<file path="src/ws2812_pixel_serializer_assert.svh">
// Assertion helpers for the pixel serializer. Every user module has clk and rst_n.
`ifndef WS2812_PIXEL_SERIALIZER_ASSERT_SVH
`define WS2812_PIXEL_SERIALIZER_ASSERT_SVH

// The consequent must hold in the same cycle as the antecedent.
`define WSPS_ASSERT_NOW(label, ante, cons, msg) \
  label: assert property (@(posedge clk) disable iff (!rst_n) (ante) |-> (cons)) \
    else $error(msg);

// The consequent must hold in the cycle after the antecedent.
`define WSPS_ASSERT_NEXT(label, ante, cons, msg) \
  label: assert property (@(posedge clk) disable iff (!rst_n) (ante) |=> (cons)) \
    else $error(msg);

`endif

</file>
<file path="src/wsps_pkg.sv">
package wsps_pkg;

  localparam int DEF_PIXEL_DEPTH = 256;
  localparam int DEF_RESET_SLOTS = 48;

  localparam int PIXEL_W        = 24;
  localparam int BITS_PER_PIXEL = 24;
  localparam int BIT_W          = 5;
  localparam int BYTE_W         = 8;
  localparam int INDEX_W        = 8;
  localparam int FUNC_W         = 2;
  localparam int LED_COUNT_W    = 9;
  localparam int LOW_DUTY_W     = 15;
  localparam int DUTY_W         = 16;
  localparam int CFG_ADDR_W     = 3;
  localparam int CFG_DATA_W     = 32;

  localparam logic [FUNC_W-1:0] FUNC_WRITE = 2'd0;
  localparam logic [FUNC_W-1:0] FUNC_SHOW  = 2'd1;
  localparam logic [FUNC_W-1:0] FUNC_TICK  = 2'd2;

  localparam logic REG_LED_COUNT = 1'b0;
  localparam logic REG_LOW_DUTY  = 1'b1;

  // What the control side decided for one slot tick.
  typedef struct packed {
    logic             is_data;
    logic [BIT_W-1:0] bit_sel;
    logic             busy;
    logic             frame_end;
  } slot_t;

endpackage

</file>
<file path="src/wsps_out.sv">
`include "ws2812_pixel_serializer_assert.svh"

module wsps_out (
  input  logic                             clk,
  input  logic                             rst_n,
  input  logic                             load,
  input  wsps_pkg::slot_t                  slot,
  input  logic [wsps_pkg::LOW_DUTY_W-1:0]  low_duty,
  input  logic [wsps_pkg::PIXEL_W-1:0]     rdata,
  output logic                             s1_ready,
  output logic                             out_valid,
  input  logic                             out_ready,
  output logic [wsps_pkg::DUTY_W-1:0]      out_duty,
  output logic                             out_busy,
  output logic                             out_end
);

  localparam int BW = wsps_pkg::BIT_W;

  logic                            s1_valid_r, s1_valid_nxt;
  wsps_pkg::slot_t                 s1_slot_r;
  logic [wsps_pkg::LOW_DUTY_W-1:0] s1_low_r;
  logic                            out_valid_r, out_valid_nxt;
  logic [wsps_pkg::DUTY_W-1:0]     out_duty_r, duty_nxt;
  logic                            out_busy_r, out_end_r;
  logic                            out_adv, s1_adv, cur_bit;
  logic [BW-1:0]                   bit_pos;

  assign out_adv  = !out_valid_r || out_ready;
  assign s1_adv   = s1_valid_r && out_adv;
  assign s1_ready = !s1_valid_r || out_adv;

  // Bits leave MSB first, so slot k of a pixel takes bit 23-k.
  assign bit_pos = BW'(wsps_pkg::PIXEL_W - 1) - s1_slot_r.bit_sel;
  assign cur_bit = rdata[bit_pos];

  always_comb begin
    duty_nxt = '0;
    if (s1_slot_r.is_data) begin
      duty_nxt = cur_bit ? {s1_low_r, 1'b0} : {1'b0, s1_low_r};
    end
  end

  always_comb begin
    s1_valid_nxt = s1_valid_r;
    if (load) begin
      s1_valid_nxt = 1'b1;
    end else if (s1_adv) begin
      s1_valid_nxt = 1'b0;
    end
    out_valid_nxt = out_adv ? s1_valid_r : out_valid_r;
  end

  always_ff @(posedge clk) begin
    if (!rst_n) begin
      s1_valid_r  <= 1'b0;
      out_valid_r <= 1'b0;
    end else begin
      s1_valid_r  <= s1_valid_nxt;
      out_valid_r <= out_valid_nxt;
    end
  end

  always_ff @(posedge clk) begin
    if (load) begin
      s1_slot_r <= slot;
      s1_low_r  <= low_duty;
    end
    if (s1_adv) begin
      out_duty_r <= duty_nxt;
      out_busy_r <= s1_slot_r.busy;
      out_end_r  <= s1_slot_r.frame_end;
    end
  end

  assign out_valid = out_valid_r;
  assign out_duty  = out_duty_r;
  assign out_busy  = out_busy_r;
  assign out_end   = out_end_r;

  `WSPS_ASSERT_NEXT(a_s1_held, s1_valid_r && !out_adv, s1_valid_r, "pending slot dropped under stall")
  `WSPS_ASSERT_NOW(a_end_not_busy, out_valid_r && out_end_r, !out_busy_r, "frame end reported as busy")
  `WSPS_ASSERT_NOW(a_duty_busy, out_valid_r && out_duty_r != '0, out_busy_r, "data slot reported as idle")

endmodule

</file>
<file path="config.mk">
export PLATFORM = sky130hd
export DESIGN_NAME = wsps_out
export DESIGN_NICKNAME = d
export VERILOG_FILES = /design/src/wsps_pkg.sv /design/src/wsps_out.sv
export VERILOG_INCLUDE_DIRS = /design/src /design/src/src
export SDC_FILE = /design/constraint.sdc
export NUM_CORES = 1
export LEC_CHECK = 0
export BUFFER_PORTS_ARGS = -buffer_cell sky130_fd_sc_hd__buf_4
export CORE_MARGIN = 3
export CORE_UTILIZATION = 35
export DETAILED_ROUTE_END_ITERATION = 8
export PLACE_DENSITY_LB_ADDON = 0.25
export SYNTH_ARGS = -nofsm -noshare
export SYNTH_HDL_FRONTEND = slang
export SYNTH_SLANG_ARGS = --single-unit
</file>
<file path="constraint.sdc">
create_clock -name clk -period 3.07 [get_ports clk]
set_input_delay 0.4605 -clock clk [delete_from_list [all_inputs] [get_ports clk]]
set_output_delay 0.4605 -clock clk [all_outputs]
set_load 0.01 [all_outputs]
</file>
==> results of run 1 <==
worst max path at each step:
stage,from,depth (start not counted),endpoint,slack (ns)
after floorplan,s1_slot_r[2],7,out_duty[10],1.17
after global placement,s1_slot_r[2],5,out_duty[4],0.94
after detailed placement,s1_slot_r[2],5,out_duty[9],0.85
after CTS,s1_slot_r[2],5,out_duty[9],0.83
after global routing,s1_slot_r[2],5,out_duty[1],0.76
final,s1_slot_r[2],5,out_duty[9],0.88
worst register-to-register path, cell delays in order (launching register included):
cell and delay, ns:
edfxtp_1 0.60, mux4_2 0.58, o2111ai_2 0.18, o311a_1 0.18, buf_4 0.26, mux2i_1 0.24
routing by layer:
layer / up-vias / GRT usage [%] / part of all wire (%)
met5: - / 0 / 0
met4: 0 / 3.74 / 1.0
met3: 6 / 3.94 / 5.2
met2: 33 / 22.5 / 56
met1: 550 / 12.7 / 38
li1: 548 / - / -
Yosys cell counts:
cell type  count
edfxtp_1      41
mux2i_1       19
nand2_1       16
nor2b_1        4
buf_6          2
clkbuf_1       2
dfxtp_1        2
inv_1          2
mux4_1         2
mux4_2         2
nand3_1        2
a21oi_1        1
a311oi_1       1
and3_2         1
buf_12         1
clkbuf_2       1
nand3b_1       1
nor2_1         1
o2111ai_2      1
o211ai_1       1
o21a_1         1
o311a_1        1
power groups by stage:
| stage | Clock (mW) | Sequential, mW | Combinational (mW) |
|---|---|---|---|
| after floorplan | 0 | 0.729 | 0.108 |
| after global placement | 0 | 0.733 | 0.180 |
| after detailed placement | 0 | 0.735 | 0.186 |
| after CTS | 0.518 | 0.721 | 0.186 |
| after global routing | 0.540 | 0.726 | 0.199 |
| final | 0.504 | 0.721 | 0.183 |
cell families (layout without fill, tap and decap cells):
logic type      count (synthesis)  after routing  synth area share [%]
compound gates                  6              6                  3.01
buf+inv                         8             82                  3.50
flops                          43             43                  71.0
mux                            23             23                  16.1
simple gates                   25             25                  6.36
sequential cells by signal (all words and copies together) (netlist names):
name	count
out_duty	16
s1_low_r	15
s1_slot_r	8
out_busy	1
out_end	1
out_valid	1
s1_valid_r	1
stage by stage:
stage / instance area [um2] / power [mW] / std cells / hold slack [ns]
after floorplan: 1790 / 0.837 / 105 / 0.400
after global placement: 2360 / 0.913 / 238 / 0.406
after detailed placement: 2360 / 0.921 / 238 / 0.421
after CTS: 2490 / 1.43 / 246 / 0.334
after global routing: 2490 / 1.47 / 246 / 0.327
final: 2490 / 1.41 / 246 / 0.344
final cells by class:
type / count / area, um2
Clock buffer: 6 / 72.6
Clock inverter: 2 / 60.1
Fill cell: 455 / 2330
Inverter: 2 / 7.51
Multi-Input combinational cell: 54 / 455
Sequential cell: 43 / 1270
Tap cell: 67 / 83.8
Timing Repair Buffer: 72 / 541
==> flow_results.org, run 1 <==
** Layout
- Ant. Diodes :: 0
- Relative to the synthesized area, the layout overhead comes to 39.2%.
- Leaving out fill and tap cells, the most frequent cell in the layout is buf_4.
- Net count reported at finish :: 229
- Measured on the finished design, the core utilization comes to 51.7%.
- Most used cells in the layout excluding fill and tap cells :: 72 x buf_4, 41 x edfxtp_1, 19 x mux2i_1
- In the final layout, the share of cells above drive strength 1 is 46.4%.

** Timing
- Final max-slew violation count :: 0
- Setup repair after global routing left no endpoint under its margin.
- Achievable Freq :: 457 MHz
- The number of failing hold endpoints at the final stage is 0.
- Transition time of the tightest slew-check pin :: 0.511 ns
- After layout, the worst path uses 71.3% of the clock period.
- Setup slack on the critical path of the routed design comes to 0.880 ns.
- Total Neg Setup Slack :: 0 ns
- Post-Route Skew :: 0.00530 ns
- The worst path in the final design needs a cycle of 2.19 ns, including I/O delays and setup.
- In this run the tightest slew margin relative to its limit is 66.0%.
- Setup violations remaining at the end of the flow were counted as 0.

** Logic synthesis
- Number of standard cells after synthesis :: 105
- Post-synth top area cell :: edfxtp_1
- When the netlist entered floorplanning its net count stood at 156.
- Post-synthesis instance area :: 1790 um2
- Yosys warnings :: 0
- Register area share after synthesis :: 71.0%
- Counting distinct cell types in the post-synthesis netlist gives 22.
- After synthesis, the largest area contributor takes up 68.8% of total cell area.
- In this run, synthesis produced a sequential element count of 43.
- Area contributors post-synth :: edfxtp_1 69%, mux2i_1 11%, nand2_1 3.4%
- Mean instance size in the synthesized netlist :: 17.0 um2

** Drt
- Detailed Routing Iterations Pass 1 :: 4
- After detailed routing, the number of remaining DRC violations is 0.
- Routed wire length :: 3540 um
- Vias per inst :: 4.62
- The first routing iteration left 48 violations.
- After detailed routing, the average wire length per cell comes to 14.4 um.
- Detailed routing inserted a total of 1,137 vias.
- Number of routed nets with antenna violations :: 0

** Critical path
- Start of the worst register-to-register path :: s1_slot_r[2]
- STA classifies the critical path startpoint as a register.
- Reg-to-reg endpoint :: out_duty[9]
- WS Path Type :: reg -> reg
- In this run the register-to-register setup slack is 0.88 ns.
- For this design, the slowest cell found on the critical path is edfxtp_1.
- The critical path goes through mux4_2, o2111ai_2, o311a_1, buf_4, mux2i_1.
- Buf+Inv Stages, Crit Path :: 1
- At the worst endpoint, the arrival time is 2.32 ns.
- CP delay by family, top :: multiplexers
- Required @ worst endpoint :: 3.20 ns
- R2r worst-path depth :: 5
- STA classifies the critical path endpoint as a register.
- In this design, the stage delay of the slowest critical-path cell is 0.60 ns.
- Along the worst path, the maximum fanout reaches 16.

** Die
- Area of the core :: 4820 um2
- Die extent in y :: 77.5 um
- The floorplan step defined a die boundary enclosing 6010 um2.
- Boundary pin count :: 71
- After floorplanning, the core was divided into 25 placement rows.
- For this configuration, the core starts out at a cell density of 37.1%.
- Measured along the x axis, the die boundary spans 77.5 um.

** Clocking
- Post-CTS repair changed the size of 0 cells.
- Total clock buffers created by CTS :: 5
- Clock tree synthesis selected as its root buffer the cell clkbuf_8.
- The H-tree was split into 2 levels.
- # Post-CTS Setup Buffers :: 0
- Clock tree from TritonCTS :: done
- The later pin in the worst-skew pair is clocked with a latency of 0.28 ns.
- Maximum clock insertion buffer count :: 2
- Post-cts hold buffer count :: 0
- Clk pin slew, worst setup/hold paths :: 0.08 ns
- CTS saw 43 sinks.

** Pwr
- Internal power comes to 1.13 mW.
- The clock network accounts for 35.8% of the total power.
- Sequential share of power :: 51.2%
- VDD sags by at most 274 uV.
- Power spread over the standard cell area amounts to 565 nW/um2.
- The analysis attributes to net switching a power of 0.278 mW.
- Net switching is 19.8% of the power.
- Fraction of power consumed by combinational cells :: 13.0%
- The analysis attributes to cell leakage a power of 1.07 nW.

** Worst hold path
- Hold endpoint :: s1_low_r[7]
- Min-Delay Startpoint :: low_duty[7]
- Hold Path Stages :: 1
- Kind of path behind the tightest hold check :: in -> reg

** Placed design
- Detail Placement HPWL :: 2710 um
- Port Buffers :: 70
- Pre-CTS setup slack :: 0.849 ns
- Final GP Congestion :: 0.712

** GRT
- Vias in the first global route :: 1,229
- Tot GR Track Use :: 12.1%
- The first global-routing pass estimated 5590 um of wire.
- Total congestion overflow after global routing :: 0
- The number of antenna violations at the first check in global routing is 0.
- Entering global routing, the biggest net connects 25 pins.

** Flow run
- The tool flagged a number of max-cap violations equal to 0.

** Outcome
- The flow ran to the end, and the final reports show no timing, DRC or antenna violations.
No activity file was read; power rests on OpenSTA's default activity.
==> inputs of run 2 (changes only) <==
Clock period 3.07 ns to 2.21 ns, I/O delays scaled along.
==> flow_results.org, run 2 (same netlist as run 1, synthesis figures left out) <==
** Placed design
- Port buffering added 70 buffers.
- Final GP Congestion :: 0.723

** GRT
- Entering global routing, the biggest net connects 25 pins.
- Number of antenna violations at the first check in global routing :: 0
- The total overflow left after global routing is 0.
- The via count of the first global-routing pass was 1,252.
- First-pass GRT wire length :: 5550 um
- Tot GR Track Use :: 12.0%

** Timing
- Transition time of the tightest slew-check pin :: 0.509 ns
- Count of final hold-check violations :: 0
- The worst pin sits at a relative slew slack of 66.1%.
- Total Neg Setup Slack :: 0 ns
- Final setup viols :: 0
- Final max-slew violation count :: 0
- Post-Route Skew :: 0.00353 ns
- After layout, the worst path uses 90.7% of the clock period.
- Setup repair after global routing left no endpoint under its margin.
- Static timing analysis puts the maximum clock frequency at 499 MHz.
- Shortest period the worst path allows :: 2.01 ns

** Die
- Number of standard-cell rows in the floorplan :: 25
- Boundary pin count :: 71
- Initial core utilization :: 37.1%
- In this run the horizontal extent of the chip is 77.5 um.
- Die extent in y :: 77.5 um
- Area of the core :: 4820 um2
- Die outline area :: 6010 um2

** Pwr
- For this design the static power due to leakage is 1.06 nW.
- Of the total power, the share spent switching nets is 22.2%.
- Fraction of power consumed by combinational cells :: 15.4%
- Cell internal pwr :: 1.34 mW
- VDD sags by at most 487 uV.
- Ratio of total power to cell area :: 701 nW/um2
- Clock power frac :: 26.6%
- The analysis attributes to net switching a power of 0.383 mW.
- Sequential share of power :: 58.0%

** Clocking
- Hold repair after CTS inserted 0 buffers.
- # Post-CTS Setup Buffers :: 0
- Clock tree from TritonCTS :: done
- CTS placed an instance of clkbuf_8 at the clock tree root.
- Maximum clock insertion buffer count :: 2
- Clk pin slew, worst setup/hold paths :: 0.08 ns
- In this run, CTS created clock tree buffers numbering 5.
- The clock reaches the later pin of the worst-skew pair after 0.28 ns.
- Count of cells resized by post-cts repair :: 0
- The H-tree was split into 2 levels.
- The tree built by TritonCTS fans out to 43 sinks.

** Critical path
- Longest individual stage delay on the worst path :: 0.54 ns
- WS Path Type :: reg -> reg
- Counting both buffers and inverters, the worst setup path holds a total of 1.
- CP delay by family, top :: multiplexers
- At the worst endpoint, the arrival time is 2.13 ns.
- Slowest library cell on the worst path :: mux4_2
- Along the worst path, the maximum fanout reaches 16.
- Startpoint type of the worst setup path :: register
- Register-to-register setup slack :: 0.20 ns
- Walking the worst path, the cells encountered are mux4_2, o211ai_1, o311a_1, buf_12, mux2i_1.
- At the worst endpoint, the required time is 2.34 ns.
- Critical path capture point type :: register

** Drt
- Residual DRC count :: 0
- After detailed routing, the average wire length per cell comes to 14.3 um.
- After the first detailed-routing iteration, the DRC count stood at 65.
- Number of routed nets with antenna violations :: 0
- Detailed Routing Iterations Pass 1 :: 4
- For this block, the routed nets add up to 3520 um of wire.
- The final route contains 1,145 vias.
- After detailed routing, the number of vias per cell comes to 4.64.

** Layout
- For this run, the share of the core covered by cells in the final layout is 51.1%.
- From synthesis to final layout, the design area changed by 37.6%.
- Net count reported at finish :: 230
- Of the cells placed in the final design, the portion with a size suffix greater than 1 is 47.2%.
- The layout has 453 filler cells.
- The library cells used most frequently in the layout, excluding fill and tap cells, are 72 x buf_4, 41 x edfxtp_1, 19 x mux2i_1.
- Most common library cell in the layout ignoring fill and taps :: buf_4
- The repair_antennas step left the layout with diodes totalling 0.
- Largest register FFs :: 16

** Worst hold path
- The worst hold path belongs to the class in -> reg.

** Outcome
- Run status :: completed

** Flow run
- Total of max-cap violations :: 0
run 2: worst paths after layout:
| check | end | from | cells after the start |
|---|---|---|---|
| max reg2reg | out_duty[9] | s1_slot_r[2] | 5 |
| max | out_duty[9] | s1_slot_r[2] | 5 |
| min | s1_low_r[4] | low_duty[4] | 1 |
| min reg2reg | out_end | s1_slot_r[0] | 0 |
run 2: metrics by stage:
step	cell area [um2]	hold slack [ns]	setup WS (ns)	power, mW	instances
after global placement	2380	0.406	0.244	1.28	239
final	2460	0.223	0.205	1.73	247
after global routing	2460	0.200	0.0710	1.81	247
after detailed placement	2380	0.420	0.193	1.29	239
after CTS	2460	0.210	0.174	1.75	247
after floorplan	1790	0.400	0.314	1.16	105
run 2: area by class of cell:
cell class	instances	area, um2	area share [%]
clock buffer	5	68.8	2.79
clock inverter	3	15.0	0.610
sequential	43	1270	51.6
inverter	2	7.51	0.305
timing repair buffer	73	561	22.8
multi-input combinational	54	455	18.5
tap	67	83.8	3.40
run 2: routing by layer:
layer / share of wire (%) / global-route usage (%)
met4: 2.2 / 4.98
met3: 5.8 / 3.94
met1: 36 / 12.0
met5: 0 / 0
met2: 56 / 22.6
run 2: power by group through the flow:
| stage | Sequential [mW] | Combinational (mW) | Clock, mW |
|---|---|---|---|
| 6_report | 1.00 | 0.266 | 0.460 |
| 5_1_grt | 1.01 | 0.289 | 0.516 |
| 4_1_cts | 1.00 | 0.271 | 0.480 |
| 3_5_place_dp | 1.02 | 0.270 | 0 |
| 3_3_place_gp | 1.02 | 0.264 | 0 |
| 2_1_floorplan | 1.01 | 0.150 | 0 |
==> inputs of run 3 (changes only) <==
Settings changed: CORE_UTILIZATION 35 to 51.
Clock period 2.21 ns to 2.5 ns, I/O delays scaled along.
==> flow_results.org, run 3 (same netlist as run 1, synthesis figures left out) <==
** Critical path
- Traced cell by cell, the critical path runs through mux4_1, mux2i_1, o311a_1, buf_4, mux2i_1.
- Slowest library cell on the worst path :: mux4_1
- Of all nets on the critical path, the largest fanout is 16.
- CP Launch Point :: s1_slot_r[2]
- The endpoint identified for the worst register-to-register timing path is out_duty[12].
- The worst setup path is captured at a register.
- Start of the worst register-to-register path :: s1_slot_r[2]
- WS Path Type :: reg -> reg
- STA puts the critical path data arrival time at 2.49 ns.
- Startpoint type of the worst setup path :: register
- Following the worst setup path forward leads to its endpoint at out_duty[12].
- Broken down by cell family, the worst path's largest delay share belongs to multiplexers.
- Buf+Inv Stages, Crit Path :: 1
- Cell count along the critical path :: 5
- Register-to-register setup slack :: 0.22 ns
- Most prevalent standard cell on the critical path :: mux2i_1
- Required @ worst endpoint :: 2.70 ns
- On the worst path, the slowest cell contributes a delay of 0.63 ns.
- R2r worst-path depth :: 5

** Drt
- The first TritonRoute pass finished after 4 iterations.
- Number of routed nets with antenna violations :: 0
- Residual DRC count :: 0
- Number of design-rule violations left by the first detailed-router iteration :: 41
- In the final routed layout, each cell accounts on average for 14.8 um.
- Detailed routing inserted a total of 1,145 vias.
- In the routed layout, each cell is associated on average with a via count of 5.13.
- Routed wire length :: 3300 um

** Timing
- Count of final hold-check violations :: 0
- Total Neg Setup Slack :: 0 ns
- For the pin with the worst max-slew slack, the measured transition is 0.522 ns.
- Shortest period the worst path allows :: 2.28 ns
- On the final layout, the worst clock skew is 0.0108 ns.
- Derived from the worst setup path, the maximum achievable clock frequency is 438 MHz.
- Setup repair after global routing left no endpoint under its margin.
- Final worst path period share :: 91.4%
- Tightest slew margin relative to the limit :: 65.2%
- The final number of max-transition violations came to 0.
- Setup slack on the critical path of the routed design comes to 0.216 ns.
- Setup violations remaining at the end of the flow were counted as 0.
- Post-route worst hold slack :: 0.177 ns

** Placed design
- Final GP Congestion :: 0.722
- Detailed placement ended at an HPWL of 2490 um.
- Placed Instances :: 215
- Buffers placed on the I/O ports in this run total 70.
- After detailed placement, the total cell area comes to 2330 um2.
- Timing analysis after detailed placement gives a worst setup slack of 0.272 ns.

** Worst hold path
- In this run the most critical hold path is launched from low_duty[10].
- The worst hold path belongs to the class in -> reg.

** Clocking
- Clock root buffer master :: clkbuf_4
- Total number of H-tree levels :: 2
- Count of cells resized by post-cts repair :: 0
- Clk pin slew, worst setup/hold paths :: 0.13 ns
- Clock tree from TritonCTS :: done
- After clock tree synthesis, the flow added hold-fix buffers numbering 0.
- Once the clock tree was built, the setup fixing pass inserted 0 buffers.
- CTS sink count :: 43
- Buffers inserted during clock tree synthesis total 5.
- Clock latency on the worst-skew pair, taken at its later pin, is 0.36 ns.
- Maximum clock insertion buffer count :: 2

** Pwr
- Ratio of total power to cell area :: 644 nW/um2
- The worst-case IR drop observed on VDD is 462 uV.
- In this run the static leakage power is 1.05 nW.

** Die
- The initial utilization of the core area, before any placement, comes to 55.9%.
- Boundary pin count :: 71
- Die extent in y :: 65.2 um
- Die W :: 65.2 um
- The floorplan step defined a die boundary enclosing 4250 um2.
- Area of the core :: 3200 um2
- Number of standard-cell rows in the floorplan :: 20

** GRT
- Total congestion overflow after global routing :: 0
- Across every metal layer, demand over resource in global routing totals 16.8%.
- For this run, global-route usage on met3 was measured as 4.79%.
- Vias in the first global route :: 1,158
- Entering global routing, the biggest net connects 25 pins.
- Global routing consumed, on the met2 layer, 31.9% of the routing resources.
- Met1 track demand over resource :: 16.1%
- First-pass GRT wire length :: 5110 um
- Number of antenna violations at the first check in global routing :: 0
- The layer flagged by global routing as most heavily used is met2.

** Layout
- Most common library cell in the layout ignoring fill and taps :: buf_4
- Share of cells above drive strength 1 :: 46.9%
- Ant. Diodes :: 0
- Most used cells in the layout excluding fill and tap cells :: 72 x buf_4, 41 x edfxtp_1, 19 x mux2i_1
- P&R area growth vs syn :: 35.0%
- Filler-free cell count of the finished design :: 223
- Post-route cell area :: 2410 um2
- Largest register FFs :: 16
- At the end of the flow, the number of nets in the layout was 229.
- The filler cells instantiated in the layout total 216.

** Outcome
- The flow ran to the end, and the final reports show no timing, DRC or antenna violations.

** Flow run
- Max-cap violations in this run came to 0.
==> run 3: cell types whose count changed in the layout (fill, tap and decap cells not counted) <==
cell / before / now
clkbuf_4: 0 / 5
clkbuf_8: 5 / 0
clkinv_2: 3 / 0
buf_12: 1 / 0
bufinv_16: 0 / 1
clkinv_4: 0 / 1
inv_6: 0 / 1
==> run 3: report_power, final <==
group | internal [mW] | switching, mW
logic | 0.133 | 0.0944
registers | 0.854 | 0.0302
clock network | 0.215 | 0.229
total | 1.20 | 0.353
==> run 3: worst min path at each step <==
stage	endpoint	slack (ns)	depth (start not counted)
2_1_floorplan	out_busy	0.40	0
3_3_place_gp	out_busy	0.41	0
3_5_place_dp	out_end	0.41	0
4_1_cts	s1_slot_r[6]	0.17	1
5_1_grt	s1_low_r[8]	0.16	1
6_report	s1_low_r[10]	0.18	1
==> run 3: per-layer routing <==
| metal | share of wire, % | vias to the layer above |
|---|---|---|
| li1 | - | 550 |
| met1 | 33 | 542 |
| met2 | 57 | 43 |
| met3 | 7.4 | 10 |
| met4 | 2.5 | 0 |
| met5 | 0 | - |
==> run 3: per-stage QoR <==
| step | power [mW] | utilization, % |
|---|---|---|
| finish | 1.56 | 75.4 |
| global route | 1.63 | 75.4 |
| CTS | 1.57 | 75.4 |
| detailed placement | 1.13 | 72.7 |
| global placement | 1.12 | 72.7 |
| floorplan | 1.03 | - |
==> run 3: worst reg2reg max path, stage by stage (launching register included) <==
cell and delay [ns]:
edfxtp_1 0.62, mux4_1 0.63, mux2i_1 0.19, o311a_1 0.17
buf_4 0.27, mux2i_1 0.25
==> run 3: cell type report <==
type                    count  area (um2)  share of cell area (%)
clock inverters             3        47.5                    1.97
multi-input cells          54         455                    18.9
flip-flops and latches     43        1270                    52.6
well taps                  44        55.1                    2.28
repair buffers             72         541                    22.4
inverters                   2        7.51                   0.311
clock buffers               5        37.5                    1.55
