==> src/ws2812_pixel_serializer_assert.svh <==
// Assertion helpers for the pixel serializer. Every user module has clk and rst_n.
`ifndef WS2812_PIXEL_SERIALIZER_ASSERT_SVH
`define WS2812_PIXEL_SERIALIZER_ASSERT_SVH

// The consequent must hold in the same cycle as the antecedent.
`define WSPS_ASSERT_NOW(label, ante, cons, msg) \
  label: assert property (@(posedge clk) disable iff (!rst_n) (ante) |-> (cons)) \
    else $error(msg);

// The consequent must hold in the cycle after the antecedent.
`define WSPS_ASSERT_NEXT(label, ante, cons, msg) \
  label: assert property (@(posedge clk) disable iff (!rst_n) (ante) |=> (cons)) \
    else $error(msg);

`endif

==> src/wsps_pkg.sv <==
package wsps_pkg;

  localparam int DEF_PIXEL_DEPTH = 256;
  localparam int DEF_RESET_SLOTS = 48;

  localparam int PIXEL_W        = 24;
  localparam int BITS_PER_PIXEL = 24;
  localparam int BIT_W          = 5;
  localparam int BYTE_W         = 8;
  localparam int INDEX_W        = 8;
  localparam int FUNC_W         = 2;
  localparam int LED_COUNT_W    = 9;
  localparam int LOW_DUTY_W     = 15;
  localparam int DUTY_W         = 16;
  localparam int CFG_ADDR_W     = 3;
  localparam int CFG_DATA_W     = 32;

  localparam logic [FUNC_W-1:0] FUNC_WRITE = 2'd0;
  localparam logic [FUNC_W-1:0] FUNC_SHOW  = 2'd1;
  localparam logic [FUNC_W-1:0] FUNC_TICK  = 2'd2;

  localparam logic REG_LED_COUNT = 1'b0;
  localparam logic REG_LOW_DUTY  = 1'b1;

  // What the control side decided for one slot tick.
  typedef struct packed {
    logic             is_data;
    logic [BIT_W-1:0] bit_sel;
    logic             busy;
    logic             frame_end;
  } slot_t;

endpackage

==> src/wsps_ctrl.sv <==
`include "ws2812_pixel_serializer_assert.svh"

module wsps_ctrl #(
  parameter int PIXEL_DEPTH = wsps_pkg::DEF_PIXEL_DEPTH,
  parameter int RESET_SLOTS = wsps_pkg::DEF_RESET_SLOTS
) (
  input  logic                                        clk,
  input  logic                                        rst_n,
  input  logic                                        acc_show,
  input  logic                                        acc_tick,
  input  logic [wsps_pkg::LED_COUNT_W-1:0]            led_count,
  output wsps_pkg::slot_t                             slot,
  output logic                                        rd_en,
  output logic [(PIXEL_DEPTH > 1 ? $clog2(PIXEL_DEPTH) : 1)-1:0] rd_addr
);

  localparam int CNT_LIMIT = (1 << wsps_pkg::LED_COUNT_W) - 1;
  localparam int MAX_CNT   = (PIXEL_DEPTH < CNT_LIMIT) ? PIXEL_DEPTH : CNT_LIMIT;
  localparam int PC_W      = $clog2(MAX_CNT + 1);
  localparam int CW        = (PC_W > wsps_pkg::LED_COUNT_W) ? PC_W : wsps_pkg::LED_COUNT_W;
  localparam int RC_W      = $clog2(RESET_SLOTS + 1);
  localparam int AW        = (PIXEL_DEPTH > 1) ? $clog2(PIXEL_DEPTH) : 1;
  localparam int BW        = wsps_pkg::BIT_W;

  typedef enum logic [2:0] {
    PH_IDLE   = 3'b001,
    PH_PIXELS = 3'b010,
    PH_RESET  = 3'b100
  } phase_t;

  phase_t          ph_r, ph_nxt, ph_eff;
  logic [PC_W-1:0] pc_r, pc_nxt, pc_inc;
  logic [BW-1:0]   bc_r, bc_nxt;
  logic [RC_W-1:0] rc_r, rc_nxt;
  logic [CW-1:0]   cnt_ext, eff_cnt;

  // Pixel count clamped to what the store holds.
  assign cnt_ext = CW'(led_count);
  assign eff_cnt = (cnt_ext > CW'(MAX_CNT)) ? CW'(MAX_CNT) : cnt_ext;
  assign pc_inc  = pc_r + 1'b1;
  assign rd_addr = AW'(pc_r);

  always_comb begin
    ph_nxt = ph_r;
    pc_nxt = pc_r;
    bc_nxt = bc_r;
    rc_nxt = rc_r;
    ph_eff = ph_r;
    slot   = '0;
    rd_en  = 1'b0;
    if (acc_show) begin
      pc_nxt = '0;
      bc_nxt = '0;
      rc_nxt = '0;
      ph_nxt = (ph_r == PH_IDLE) ? PH_PIXELS : PH_IDLE;
    end else if (acc_tick) begin
      // A count lowered mid-frame ends the pixel part before this slot.
      if (ph_r == PH_PIXELS && CW'(pc_r) >= eff_cnt) begin
        ph_eff = PH_RESET;
      end
      case (ph_eff)
        PH_PIXELS: begin
          rd_en        = 1'b1;
          slot.is_data = 1'b1;
          slot.bit_sel = bc_r;
          if (bc_r == BW'(wsps_pkg::BITS_PER_PIXEL - 1)) begin
            bc_nxt = '0;
            pc_nxt = pc_inc;
            if (CW'(pc_inc) >= eff_cnt) begin
              ph_nxt = PH_RESET;
            end
          end else begin
            bc_nxt = bc_r + 1'b1;
          end
        end
        PH_RESET: begin
          ph_nxt = PH_RESET;
          if (rc_r == RC_W'(RESET_SLOTS - 1)) begin
            slot.frame_end = 1'b1;
            ph_nxt = PH_IDLE;
            pc_nxt = '0;
            bc_nxt = '0;
            rc_nxt = '0;
          end else begin
            rc_nxt = rc_r + 1'b1;
          end
        end
        PH_IDLE: begin
          ph_nxt = PH_IDLE;
        end
        default: begin
          ph_nxt = PH_IDLE;
        end
      endcase
      slot.busy = (ph_nxt != PH_IDLE);
    end
  end

  always_ff @(posedge clk) begin
    if (!rst_n) begin
      ph_r <= PH_IDLE;
      pc_r <= '0;
      bc_r <= '0;
      rc_r <= '0;
    end else begin
      ph_r <= ph_nxt;
      pc_r <= pc_nxt;
      bc_r <= bc_nxt;
      rc_r <= rc_nxt;
    end
  end

  `WSPS_ASSERT_NOW(a_bit_cursor_range, 1'b1, bc_r <= BW'(wsps_pkg::BITS_PER_PIXEL - 1), "bit cursor out of range")
  `WSPS_ASSERT_NOW(a_idle_cursors_clear, ph_r == PH_IDLE, pc_r == '0 && bc_r == '0 && rc_r == '0, "cursors not cleared while idle")
  `WSPS_ASSERT_NEXT(a_end_goes_idle, acc_tick && slot.frame_end, ph_r == PH_IDLE, "frame end did not return to idle")

endmodule

==> config.mk <==
export PLATFORM = sky130hd
export DESIGN_NAME = wsps_ctrl
export DESIGN_NICKNAME = d
export VERILOG_FILES = /design/src/wsps_pkg.sv /design/src/wsps_ctrl.sv
export VERILOG_INCLUDE_DIRS = /design/src /design/src/src
export SDC_FILE = /design/constraint.sdc
export NUM_CORES = 1
export LEC_CHECK = 0
export BUFFER_PORTS_ARGS = -buffer_cell sky130_fd_sc_hd__buf_4
export CAP_MARGIN = 20
export CORE_AREA = 2 2 61 63
export CTS_BUF_LIST = sky130_fd_sc_hd__clkbuf_8
export DETAILED_ROUTE_END_ITERATION = 7
export DIE_AREA = 0 0 63 65
export GPL_ROUTABILITY_DRIVEN = 0
export PLACE_DENSITY_LB_ADDON = 0.25
export SLEW_MARGIN = 40
export SYNTH_ARGS = -nofsm -noshare
export SYNTH_HDL_FRONTEND = slang
export SYNTH_SLANG_ARGS = --single-unit
==> constraint.sdc <==
create_clock -name clk -period 5.26 [get_ports clk]
set_input_delay 1.052 -clock clk [delete_from_list [all_inputs] [get_ports clk]]
set_output_delay 1.052 -clock clk [all_outputs]
set_load 0.05 [all_outputs]
==> results of run 1 <==
==> cell families (layout without fill, tap and decap cells) <==
| kind of cell | count (synthesis) | in the layout | synth area share (%) |
|---|---|---|---|
| compound gates | 67 | 67 | 25.4 |
| xor+xnor | 7 | 7 | 3.09 |
| fa+ha+maj | 21 | 21 | 13.2 |
| buf+inv | 26 | 41 | 7.19 |
| flops | 23 | 23 | 23.2 |
| mux | 5 | 5 | 2.52 |
| simple gates | 100 | 100 | 25.3 |
==> where the power goes <==
group	leakage, nW	switching (mW)	internal, mW	total, mW
Sequential	0.186	0.00228	0.175	0.178
Combinational	0.711	0.0275	0.0196	0.0471
Clock	0.0269	0.0569	0.0522	0.109
Total	0.923	0.0867	0.247	0.334
==> critical path: cells and delay by family <==
kind	cells	cell delay (ns)
compound gates	5	1.13
buf+inv	3	0.47
fa+ha+maj	1	0.25
simple gates	2	0.25
==> registers in the layout, indices dropped and copies added (netlist names) <==
name,count
pc_r,9
rc_r,6
bc_r,5
ph_r,3
==> area by class of cell <==
type | count | share of cell area, %
clock buffer | 3 | 1.88
clock inverter | 1 | 0.171
inverter | 7 | 1.20
multi-input combinational | 200 | 62.8
sequential | 23 | 20.9
tap | 48 | 2.73
timing repair buffer | 30 | 10.2
==> worst max path at each step <==
stage                       from  endpoint  slack (ns)  cells past startpoint
floorplan           led_count[8]   slot[0]        0.78                      8
global placement    led_count[8]   slot[1]        1.10                     11
detailed placement  led_count[8]   slot[1]        1.04                     11
CTS                 led_count[8]   slot[1]        1.04                     11
global route        led_count[8]   slot[1]        0.82                     11
finish              led_count[8]   slot[1]        1.04                     11
==> cell usage in the layout, fill, tap and decap left out, types with 2 or more instances in the layout <==
cell type and count:
nor3b_1 2, ha_1 21, or3_1 3, nor2_1 21, o21ai_1 2, o21ai_0 4
a211o_1 2, a2bb2oi_1 4, o221ai_1 2, o2bb2ai_1 2, a22oi_1 2, o31ai_1 3
nor4_1 3, and2_1 8, dfxtp_1 23, o211ai_1 6, nand3_1 15, xor2_1 4
buf_4 30, nand2b_1 4, o21a_1 6, a21oi_1 18, inv_1 7, a211oi_1 3
a21o_1 2, nor2b_1 4, mux2i_1 5, clkbuf_8 3, xnor2_1 3, nand2_1 24
and3_1 2, nor3_1 4, nand4_1 3
==> through the flow <==
stage          util, %  hold WS (ns)
2_1_floorplan        -         0.466
3_3_place_gp      61.6         0.487
3_5_place_dp      61.6         0.499
4_1_cts           62.9         0.510
5_1_grt           62.9         0.540
6_report          62.9         0.510
==> layer usage <==
metal  part of all wire (%)  wire, um  vias to the layer above  global-route usage [%]
met5                      0         0                        -                       0
met4                    1.8        75                        0                    7.78
met3                    3.0       128                        7                    2.26
met2                     47      2010                       39                    39.5
met1                     48      2020                      854                    28.2
li1                       -         -                      932                       -
==> cells in the mapped netlist, drive strengths merged, types with 5 or more instances <==
cell / instances
inv: 6
mux2i: 5
ha: 21
a21oi: 18
buf: 15
o211ai: 6
o21a: 6
nor2: 21
dfxtp: 23
nand3: 16
nand2: 24
o21ai: 7
and2: 9
==> out/metrics.yaml, run 1 <==
postCtsHoldBufs: 0
antenna_found_initial: 0
synthArstFlopShare_pct: 0
grt_pass1_vias: 1687
postCtsSetupRepairBufs: 0
syn_area_mm2: 0.00198
p_total_mw: 0.334
hold_class: "register to register"
die_w_um: 63
synth_cells: 249
wl_per_cell_um: 13.6
clk_pin_slew_ns: 0.08
yosysTopAreaCellShare_pct: 23.2
place_inst: 308
yosys_warnings: 0
critPathKind: "input pin to output port"
clk_latency_ns: 0.27
multi_input_comb_area_mm2: 0.00138
cts-htree-levels: 1
drc_errors: 0
core_mm2: 0.00350
design_area_mm2: 0.00220
fillers: 339
layout.nets: 299
p_per_area_mw_per_mm2: 152
slowest_stage: "a211oi_2"
dr.pass1.iters: 4
grt_pass1_wl_mm: 7.36
dpl_cell_area_mm2: 0.00215
maxCapViolCount: 0
cts_resized: 0
r2r-start: "pc_r[0]"
crit_path_start_kind: "input pin"
io_buffers: 29
rows: 22
cts-root-buf: "clkbuf_8"
grt_overflow: 0
holdPathStages: 2
fmax_mhz: 237
diodes: 0
final_antenna_net_count: 0
cts_buffers: 3
synth_area_leaders: "dfxtp_1, ha_1, a21oi_1"
fin_setup_tns_ns: 0
vias: 1832
dpl.hpwl_mm: 3.27
period_share_pct: 80.2
cts.path.max_buffers: 2
wirelength_mm: 4.24
yosysUniqueCellTypes: 55
required_ns: 4.21
regArea_um2: 460
min_to: "pc_r[8]"
slew_viol_final: 0
synth_edf_count: 0
place_ws_ns: 1.04
crit_path_max_incr_delay_ns: 0.35
rsz0062_at_grt: "no"
min_period_ns: 4.22
tightest_slew_ns: 0.638
setup_viol: 0
run_status: "finished, final reports clean"
io_pins: 30
via_per_inst: 5.87
instances_no_fill: 312
p_leak_nw: 0.923
fin_ws_ns: 1.04
cpMostUsedCell: "buf_4"
synth_ff_type: "dfxtp_1"
dr.first_iter.drc_count: 82
hold_path.startpoint: "pc_r[8]"
ff2ff_path_depth: 11
syn_to_final_growth_pct: 10.8
grt_max_degree: 18
crit_chain: "buf_4 -> clkinv_1 -> nand2_1 -> ha_1 -> a21oi_1 -> o21ai_1 -> a211oi_2 -> a21bo_2 -> nor2_1 -> o21a_1 -> buf_4"
start_util_pct: 56.8
crit_fanout: 14
fin_skew_ns: 0.00692
crit_arrival_ns: 3.17
syn_nets: 283
cts.sinks: 23
ys_ff_latch: 23
synth_area_leader_cell: "dfxtp_1"
ir_drop_v: 0.000118
cts_tree: "yes"
die_area_mm2: 0.00410
worst_r2r_endpoint: "ph_r[2]"
dieHeight_um: 65
max_slew_margin_pct: 57.3
seq_area_frac_synth_pct: 23.2
hold_viol: 0
worst_setup_path_end_kind: "output port"
grt_use_total_pct: 22.3
rrSetupSlack_ns: 2.09
syn_avg_cell_area_um2: 7.97
drive_gt1_share_pct: 15.9
Note: power is estimated with default switching activity, not from simulation.
==> inputs of run 2 (changes only) <==
--- a/config.mk
+++ b/config.mk
@@ -6,12 +6,13 @@
 export SDC_FILE = /design/constraint.sdc
 export NUM_CORES = 1
 export LEC_CHECK = 0
+export ABC_AREA = 1
 export BUFFER_PORTS_ARGS = -buffer_cell sky130_fd_sc_hd__buf_4
 export CAP_MARGIN = 20
-export CORE_AREA = 2 2 61 63
+export CORE_AREA = 2 2 62 64
 export CTS_BUF_LIST = sky130_fd_sc_hd__clkbuf_8
 export DETAILED_ROUTE_END_ITERATION = 7
-export DIE_AREA = 0 0 63 65
+export DIE_AREA = 0 0 64 66
 export GPL_ROUTABILITY_DRIVEN = 0
 export PLACE_DENSITY_LB_ADDON = 0.25
 export SLEW_MARGIN = 40
==> constraint.sdc (replaced) <==
create_clock -name clk -period 4.3 [get_ports clk]
set_input_delay 0.86 -clock clk [delete_from_list [all_inputs] [get_ports clk]]
set_output_delay 0.86 -clock clk [all_outputs]
set_load 0.05 [all_outputs]
==> run 2 against run 1 <==
- first-iteration DRC count up 20%
- routed wire length rose by 2.1%
- sequential power grew 24%
- largest power group unchanged
- clock skew fell by 0.0039 ns
- worst hold slack worse by 0.045 ns
- critical path depth grew 5
- global-route usage up 0.14 points
- utilization is 1.8 points higher
- sequential cell count did not move
- cell count is 21% higher
==> out/metrics.yaml, run 2 <==
crit_chain: "buf_4 -> nor4_1 -> a21o_1 -> nand2_1 -> ha_1 -> nand2_1 -> nor2_1 -> nand3_1 -> nand3_2 -> nand2_2 -> nand2_4 -> nand2_4 -> nor2_4 -> inv_2 -> nor3_2 -> buf_4"  # was buf_4 -> clkinv_1 -> nand2_1 -> ha_1 -> a21oi_1 -> o21ai_1 -> a211oi_2 -> a21bo_2 -> nor2_1 -> o21a_1 -> buf_4
tightest_slew_ns: 0.540  # was 0.638 ns
combPwrFrac_pct: 16.7  # was 14.1%
antenna_found_initial: 0  # unchanged
place_ws_ns: 0.288  # was 1.04 ns
swShare_pct: 28.0  # was 26.0%
final_antenna_net_count: 0  # unchanged
rows: 22  # unchanged
cts_resized: 0  # unchanged
diodes: 0  # unchanged
setup_viol: 0  # unchanged
hold_viol: 0  # unchanged
required_ns: 3.44  # was 4.21 ns
p_total_mw: 0.426  # was 0.334 mW
cts_tree: "yes"  # unchanged
ir_drop_v: 0.000219  # was 0.000118 V
cts_buffers: 3  # unchanged
dieHeight_um: 66  # was 65 um
run_status: "finished, final reports clean"  # unchanged
dr.first_iter.drc_count: 98  # was 82
io_buffers: 29  # unchanged
netlist_top_cells_count: "nand2_1, inv_1, nor2_1"  # was nand2_1, dfxtp_1, ha_1, nor2_1, a21oi_1
r2r-start: "pc_r[0]"  # unchanged
pwr-share-clk_pct: 31.7  # was 32.7%
seq_area_frac_synth_pct: 22.5  # was 23.2%
synth_ff_type: "dfxtp_1"  # unchanged
worst_r2r_endpoint: "ph_r[2]"  # unchanged
regMostFlops: "pc_r"  # unchanged
rsz0062_at_grt: "no"  # unchanged
start_util_pct: 57.7  # was 56.8%
ys_ff_latch: 23  # unchanged
slowest_stage: "ha_1"  # was a211oi_2
final_cell_mix: "nand2_1, inv_1, nor2_1"  # was buf_4, nand2_1, dfxtp_1
synth_edf_count: 0  # unchanged
wirelength_mm: 4.32  # was 4.24 mm
ff2ff_path_depth: 16  # was 11
cts.path.max_buffers: 2  # unchanged
die_area_mm2: 0.00422  # was 0.00410 mm^2
crit_fanout: 15  # was 14
largest_register_ffs: 9  # unchanged
clk_pin_slew_ns: 0.08  # about the same
p_per_area_mw_per_mm2: 186  # was 152 mW/mm^2
cts-root-buf: "clkbuf_8"  # unchanged
reg_top3: "pc_r (9), rc_r (6), bc_r (5)"  # unchanged
fin_skew_ns: 0.00299  # was 0.00692 ns
clk_latency_ns: 0.26  # was 0.27 ns
yosysMostFrequentCell: "nand2_1"  # unchanged
postCtsHoldBufs: 0  # unchanged
syn_area_mm2: 0.00205  # was 0.00198 mm^2
drc_errors: 0  # unchanged
fmax_mhz: 251
grt_max_degree: 19  # was 18
cts-htree-levels: 1  # unchanged
fin_setup_tns_ns: 0  # unchanged
power.internal_mw: 0.307  # was 0.247 mW
maxCapViolCount: 0  # unchanged
crit_path_start_kind: "input pin"  # unchanged
yosys_warnings: 0  # unchanged
via_per_inst: 5.08  # was 5.87
yosysUniqueCellTypes: 35  # was 55
syn_avg_cell_area_um2: 6.61  # was 7.97 um^2
grt_overflow: 0  # unchanged
synthArstFlopShare_pct: 0  # unchanged
grt_pass1_wl_mm: 7.67  # was 7.36 mm
vias: 1926  # was 1832
worst_setup_path_end_kind: "output port"  # unchanged
postCtsSetupRepairBufs: 0  # unchanged
slew_viol_final: 0  # unchanged
p_switching_mw: 0.119  # was 0.0867 mW
die_w_um: 64  # was 63 um
synth_cells: 310  # was 249
crit_path_max_incr_delay_ns: 0.30  # was 0.35 ns
hold_class: "register to register"  # unchanged
core_mm2: 0.00355  # was 0.00350 mm^2
yosysTopAreaCellShare_pct: 22.5  # was 23.2%
min_to: "rc_r[5]"  # was pc_r[8]
syn_nets: 344  # was 283
dr.pass1.iters: 4  # unchanged
rrSetupSlack_ns: 1.57  # was 2.09 ns
fin_ws_ns: 0.323  # was 1.04 ns
pwr-share-seq_pct: 51.7  # was 53.2%
syn_to_final_growth_pct: 12.0  # was 10.8%
critPathKind: "input pin to output port"  # unchanged
grt_use_total_pct: 22.5  # was 22.3%
min_period_ns: 3.98
cts.sinks: 23  # unchanged
drive_gt1_share_pct: 18.7  # was 15.9%
crit_arrival_ns: 3.12  # was 3.17 ns
p_leak_nw: 1.10  # was 0.923 nW
max_slew_margin_pct: 63.9  # was 57.3%
final_common_cell: "nand2_1"  # was buf_4
grt_pass1_vias: 1805  # was 1687
holdPathStages: 2  # unchanged
period_share_pct: 92.5
wl_per_cell_um: 11.4  # was 13.6 um
fillers: 334  # was 339
io_pins: 30  # unchanged
dpl.hpwl_mm: 3.50  # was 3.27 mm
layout.nets: 366  # was 299
hold_path.startpoint: "rc_r[5]"  # was pc_r[8]
synth_area_leader_cell: "dfxtp_1"  # unchanged
synth_area_leaders: "dfxtp_1, nand2_1, ha_1"  # was dfxtp_1, ha_1, a21oi_1
run 2: cell types whose count changed in the layout (fill, tap and decap cells not counted), sizes merged, moves of 5 or more:
cell and change:
inv +33, xor2 +6, o211ai -6, nand2 +74
o21a -6, and2 -8, mux2i -5, nand4 +8
nor2 +17
run 2: worst max-delay path by stage:
stage / endpoint / start
2_1_floorplan: slot[2] / led_count[0]
3_3_place_gp: slot[0] / led_count[0]
3_5_place_dp: slot[0] / led_count[0]
4_1_cts: slot[0] / led_count[0]
5_1_grt: slot[0] / led_count[0]
6_report: slot[0] / led_count[0]
run 2: metrics by stage:
step	hold slack, ns	cells	util [%]	area, um^2
after floorplan	0.440	310	-	2060
after global placement	0.466	375	63.4	2250
after detailed placement	0.455	375	63.4	2250
after CTS	0.467	379	64.7	2300
after global routing	0.487	379	64.7	2300
final	0.465	379	64.7	2300
run 2: final cells by class:
cell class / instances / area, um^2 / area share, %
repair buffers: 30 / 225 / 9.81
flip-flops and latches: 23 / 460 / 20.1
clock buffers: 3 / 41.3 / 1.80
multi-input cells: 233 / 1350 / 58.8
well taps: 48 / 60.1 / 2.62
inverters: 41 / 154 / 6.70
clock inverters: 1 / 5.00 / 0.218
run 2: kinds of logic after synthesis:
logic type | share of synthesized area (%)
compound gates | 6.96
xor+xnor | 5.07
fa+ha+maj | 12.8
buf+inv | 12.1
flops | 22.5
simple gates | 40.5
run 2: worst max-delay path, delay by kind of cell:
family                     cells  cell delay, ns
and+or+nand+nor               11            1.33
adders and majority gates      1            0.30
AOI/OAI and AO/OA              1            0.20
buffers and inverters          3            0.43
run 2: routing by layer:
metal	part of all wire (%)	vias up	track usage (%)	wire length, um
met2	49	29	40.5	2120
met1	46	860	27.1	1990
met4	2.8	0	10.3	123
li1	-	1025	-	-
met5	0	-	0	0
met3	2.0	12	1.70	87
run 2: power groups by stage:
stage / sequential, mW / combinational, mW / clock [mW]
6_report: 0.220 / 0.0711 / 0.135
5_1_grt: 0.221 / 0.0811 / 0.145
4_1_cts: 0.220 / 0.0714 / 0.140
3_5_place_dp: 0.225 / 0.0709 / 0
3_3_place_gp: 0.225 / 0.0699 / 0
2_1_floorplan: 0.224 / 0.0502 / 0
==> inputs of run 3 (changes only) <==
--- a/config.mk
+++ b/config.mk
@@ -6,13 +6,13 @@
 export SDC_FILE = /design/constraint.sdc
 export NUM_CORES = 1
 export LEC_CHECK = 0
-export ABC_AREA = 1
 export BUFFER_PORTS_ARGS = -buffer_cell sky130_fd_sc_hd__buf_4
 export CAP_MARGIN = 20
-export CORE_AREA = 2 2 62 64
+export CORE_AREA = 2 2 61 63
 export CTS_BUF_LIST = sky130_fd_sc_hd__clkbuf_8
+export CTS_CLUSTER_SIZE = 24
 export DETAILED_ROUTE_END_ITERATION = 7
-export DIE_AREA = 0 0 64 66
+export DIE_AREA = 0 0 63 65
 export GPL_ROUTABILITY_DRIVEN = 0
 export PLACE_DENSITY_LB_ADDON = 0.25
 export SLEW_MARGIN = 40
==> run 3 against run 2 <==
- count of clock-buffer cells in the layout unchanged
- critical path depth down 5
- via count down 5.3%
- register-to-register slack worse by 0.48 ns
- sequential cell count unchanged
- power down 4.3%
- combinational power down 18%
- non-clock buffer count unchanged
- fmax up 2.5%
- sequential power about the same
- cell count down 18%
- sequential share of layout area up 0.89 points
- critical endpoint is now slot[1]
==> out/metrics.yaml, run 3 (synthesized netlist as in run 1, its figures left out) <==
final_antenna_net_count: 0  # unchanged
cts-root-buf: "clkbuf_8"  # unchanged
rsz0062_at_grt: "no"  # unchanged
grt_overflow: 0  # unchanged
clk_latency_ns: 0.26  # about the same
grt_pass1_vias: 1666  # was 1805
layout.nets: 299  # was 366
die_w_um: 63  # was 64 um
via_per_inst: 5.85  # was 5.08
core_mm2: 0.00350  # was 0.00355 mm^2
hold_viol: 0  # unchanged
required_ns: 3.44  # about the same
clk_pin_slew_ns: 0.08  # about the same
p_total_mw: 0.408  # was 0.426 mW
max_slew_margin_pct: 55.7  # was 63.9%
final_common_cell: "buf_4"  # was nand2_1
drive_gt1_share_pct: 15.9  # was 18.7%
p_per_area_mw_per_mm2: 186  # about the same
wl_per_cell_um: 13.7  # was 11.4 um
io_pins: 30  # unchanged
cts_tree: "yes"  # unchanged
diodes: 0  # unchanged
p_leak_nw: 0.923  # was 1.10 nW
dr.pass1.iters: 4  # unchanged
slew_viol_final: 0  # unchanged
tightest_slew_ns: 0.663  # was 0.540 ns
cts.path.max_buffers: 2  # unchanged
dr.first_iter.drc_count: 49  # was 98
fillers: 352  # was 334
critPathKind: "input pin to output port"  # unchanged
fin_skew_ns: 0.00142  # was 0.00299 ns
cts_buffers: 3  # unchanged
cts_resized: 0  # unchanged
hold_class: "register to register"  # unchanged
grt_max_degree: 18  # was 19
period_share_pct: 90.3  # was 92.5%
crit_arrival_ns: 3.02  # was 3.12 ns
drc_errors: 0  # unchanged
crit_fanout: 14  # was 15
cts.sinks: 23  # unchanged
start_util_pct: 56.8  # was 57.7%
antenna_found_initial: 0  # unchanged
setup_viol: 0  # unchanged
dieHeight_um: 65  # was 66 um
worst_setup_path_end_kind: "output port"  # unchanged
reg_top3: "pc_r (9), rc_r (6), bc_r (5)"  # unchanged
io_buffers: 29  # unchanged
wirelength_mm: 4.28  # was 4.32 mm
ir_drop_v: 0.000140  # was 0.000219 V
maxCapViolCount: 0  # unchanged
grt_pass1_wl_mm: 7.18  # was 7.67 mm
vias: 1824  # was 1926
cts-htree-levels: 1  # unchanged
min_period_ns: 3.88  # was 3.98 ns
postCtsSetupRepairBufs: 0  # unchanged
die_area_mm2: 0.00410  # was 0.00422 mm^2
largest_register_ffs: 9  # unchanged
regMostFlops: "pc_r"  # unchanged
final_cell_mix: "buf_4, nand2_1, dfxtp_1"  # was nand2_1, inv_1, nor2_1
run_status: "finished, final reports clean"  # unchanged
fmax_mhz: 258  # was 251 MHz
grt_use_total_pct: 21.4  # was 22.5%
dpl.hpwl_mm: 3.35  # was 3.50 mm
syn_to_final_growth_pct: 10.8  # was 12.0%
fin_setup_tns_ns: 0  # unchanged
crit_path_start_kind: "input pin"  # unchanged
rows: 22  # unchanged
postCtsHoldBufs: 0  # unchanged
[run 3: changes by cell type in the layout (fill, tap and decap cells not counted), moves of 5 or more]
cell      before  now
nand2_1       93   24
inv_1         36    7
nor2_1        32   21
nand4_1       11    3
and2_1         1    8
o211ai_1       0    6
o21a_1         0    6
mux2i_1        0    5
xor2_1         9    4
[run 3: final cells by class]
type | instances | area [um^2] | area share [%]
inverters | 7 | 26.3 | 1.20
repair buffers | 30 | 225 | 10.2
flip-flops and latches | 23 | 460 | 20.9
clock inverters | 1 | 3.75 | 0.171
clock buffers | 3 | 41.3 | 1.88
multi-input cells | 200 | 1380 | 62.8
well taps | 48 | 60.1 | 2.73
[run 3: routing by layer]
metal,track usage (%),share of wire [%],vias to the layer above
met5,0,0,-
met4,5.83,1.0,0
met3,2.43,3.2,6
met2,37.4,48,43
met1,27.9,48,837
li1,-,-,938
[run 3: worst max-delay path, stage by stage]
cell	delay, ns
buf_4	0.08
clkinv_1	0.21
nand2_1	0.19
ha_1	0.26
a21oi_1	0.14
o21ai_1	0.14
a211oi_2	0.36
a21bo_2	0.35
nor2_1	0.07
o21a_1	0.17
buf_4	0.18
[run 3: worst paths after layout]
kind | from | end | slack (ns) | cells after the start
max | led_count[8] | slot[1] | 0.42 | 11
min | pc_r[8] | pc_r[8] | 0.50 | 2
max reg2reg | pc_r[0] | ph_r[2] | 1.09 | 11
min reg2reg | pc_r[8] | pc_r[8] | 0.50 | 2
[run 3: where the power goes]
part	internal, mW	switching, mW	leakage (nW)
Combinational	0.0241	0.0339	0.711
Sequential	0.214	0.00283	0.186
Clock	0.0638	0.0690	0.0269
[run 3: metrics by stage]
step	util, %	hold slack, ns	instance area, um^2	setup slack (ns)	instances
after floorplan	-	0.466	1980	0.204	249
after global placement	61.6	0.487	2150	0.527	308
after detailed placement	61.6	0.493	2150	0.424	308
after CTS	62.9	0.504	2200	0.426	312
after global routing	62.9	0.529	2200	0.188	312
final	62.9	0.500	2200	0.419	312
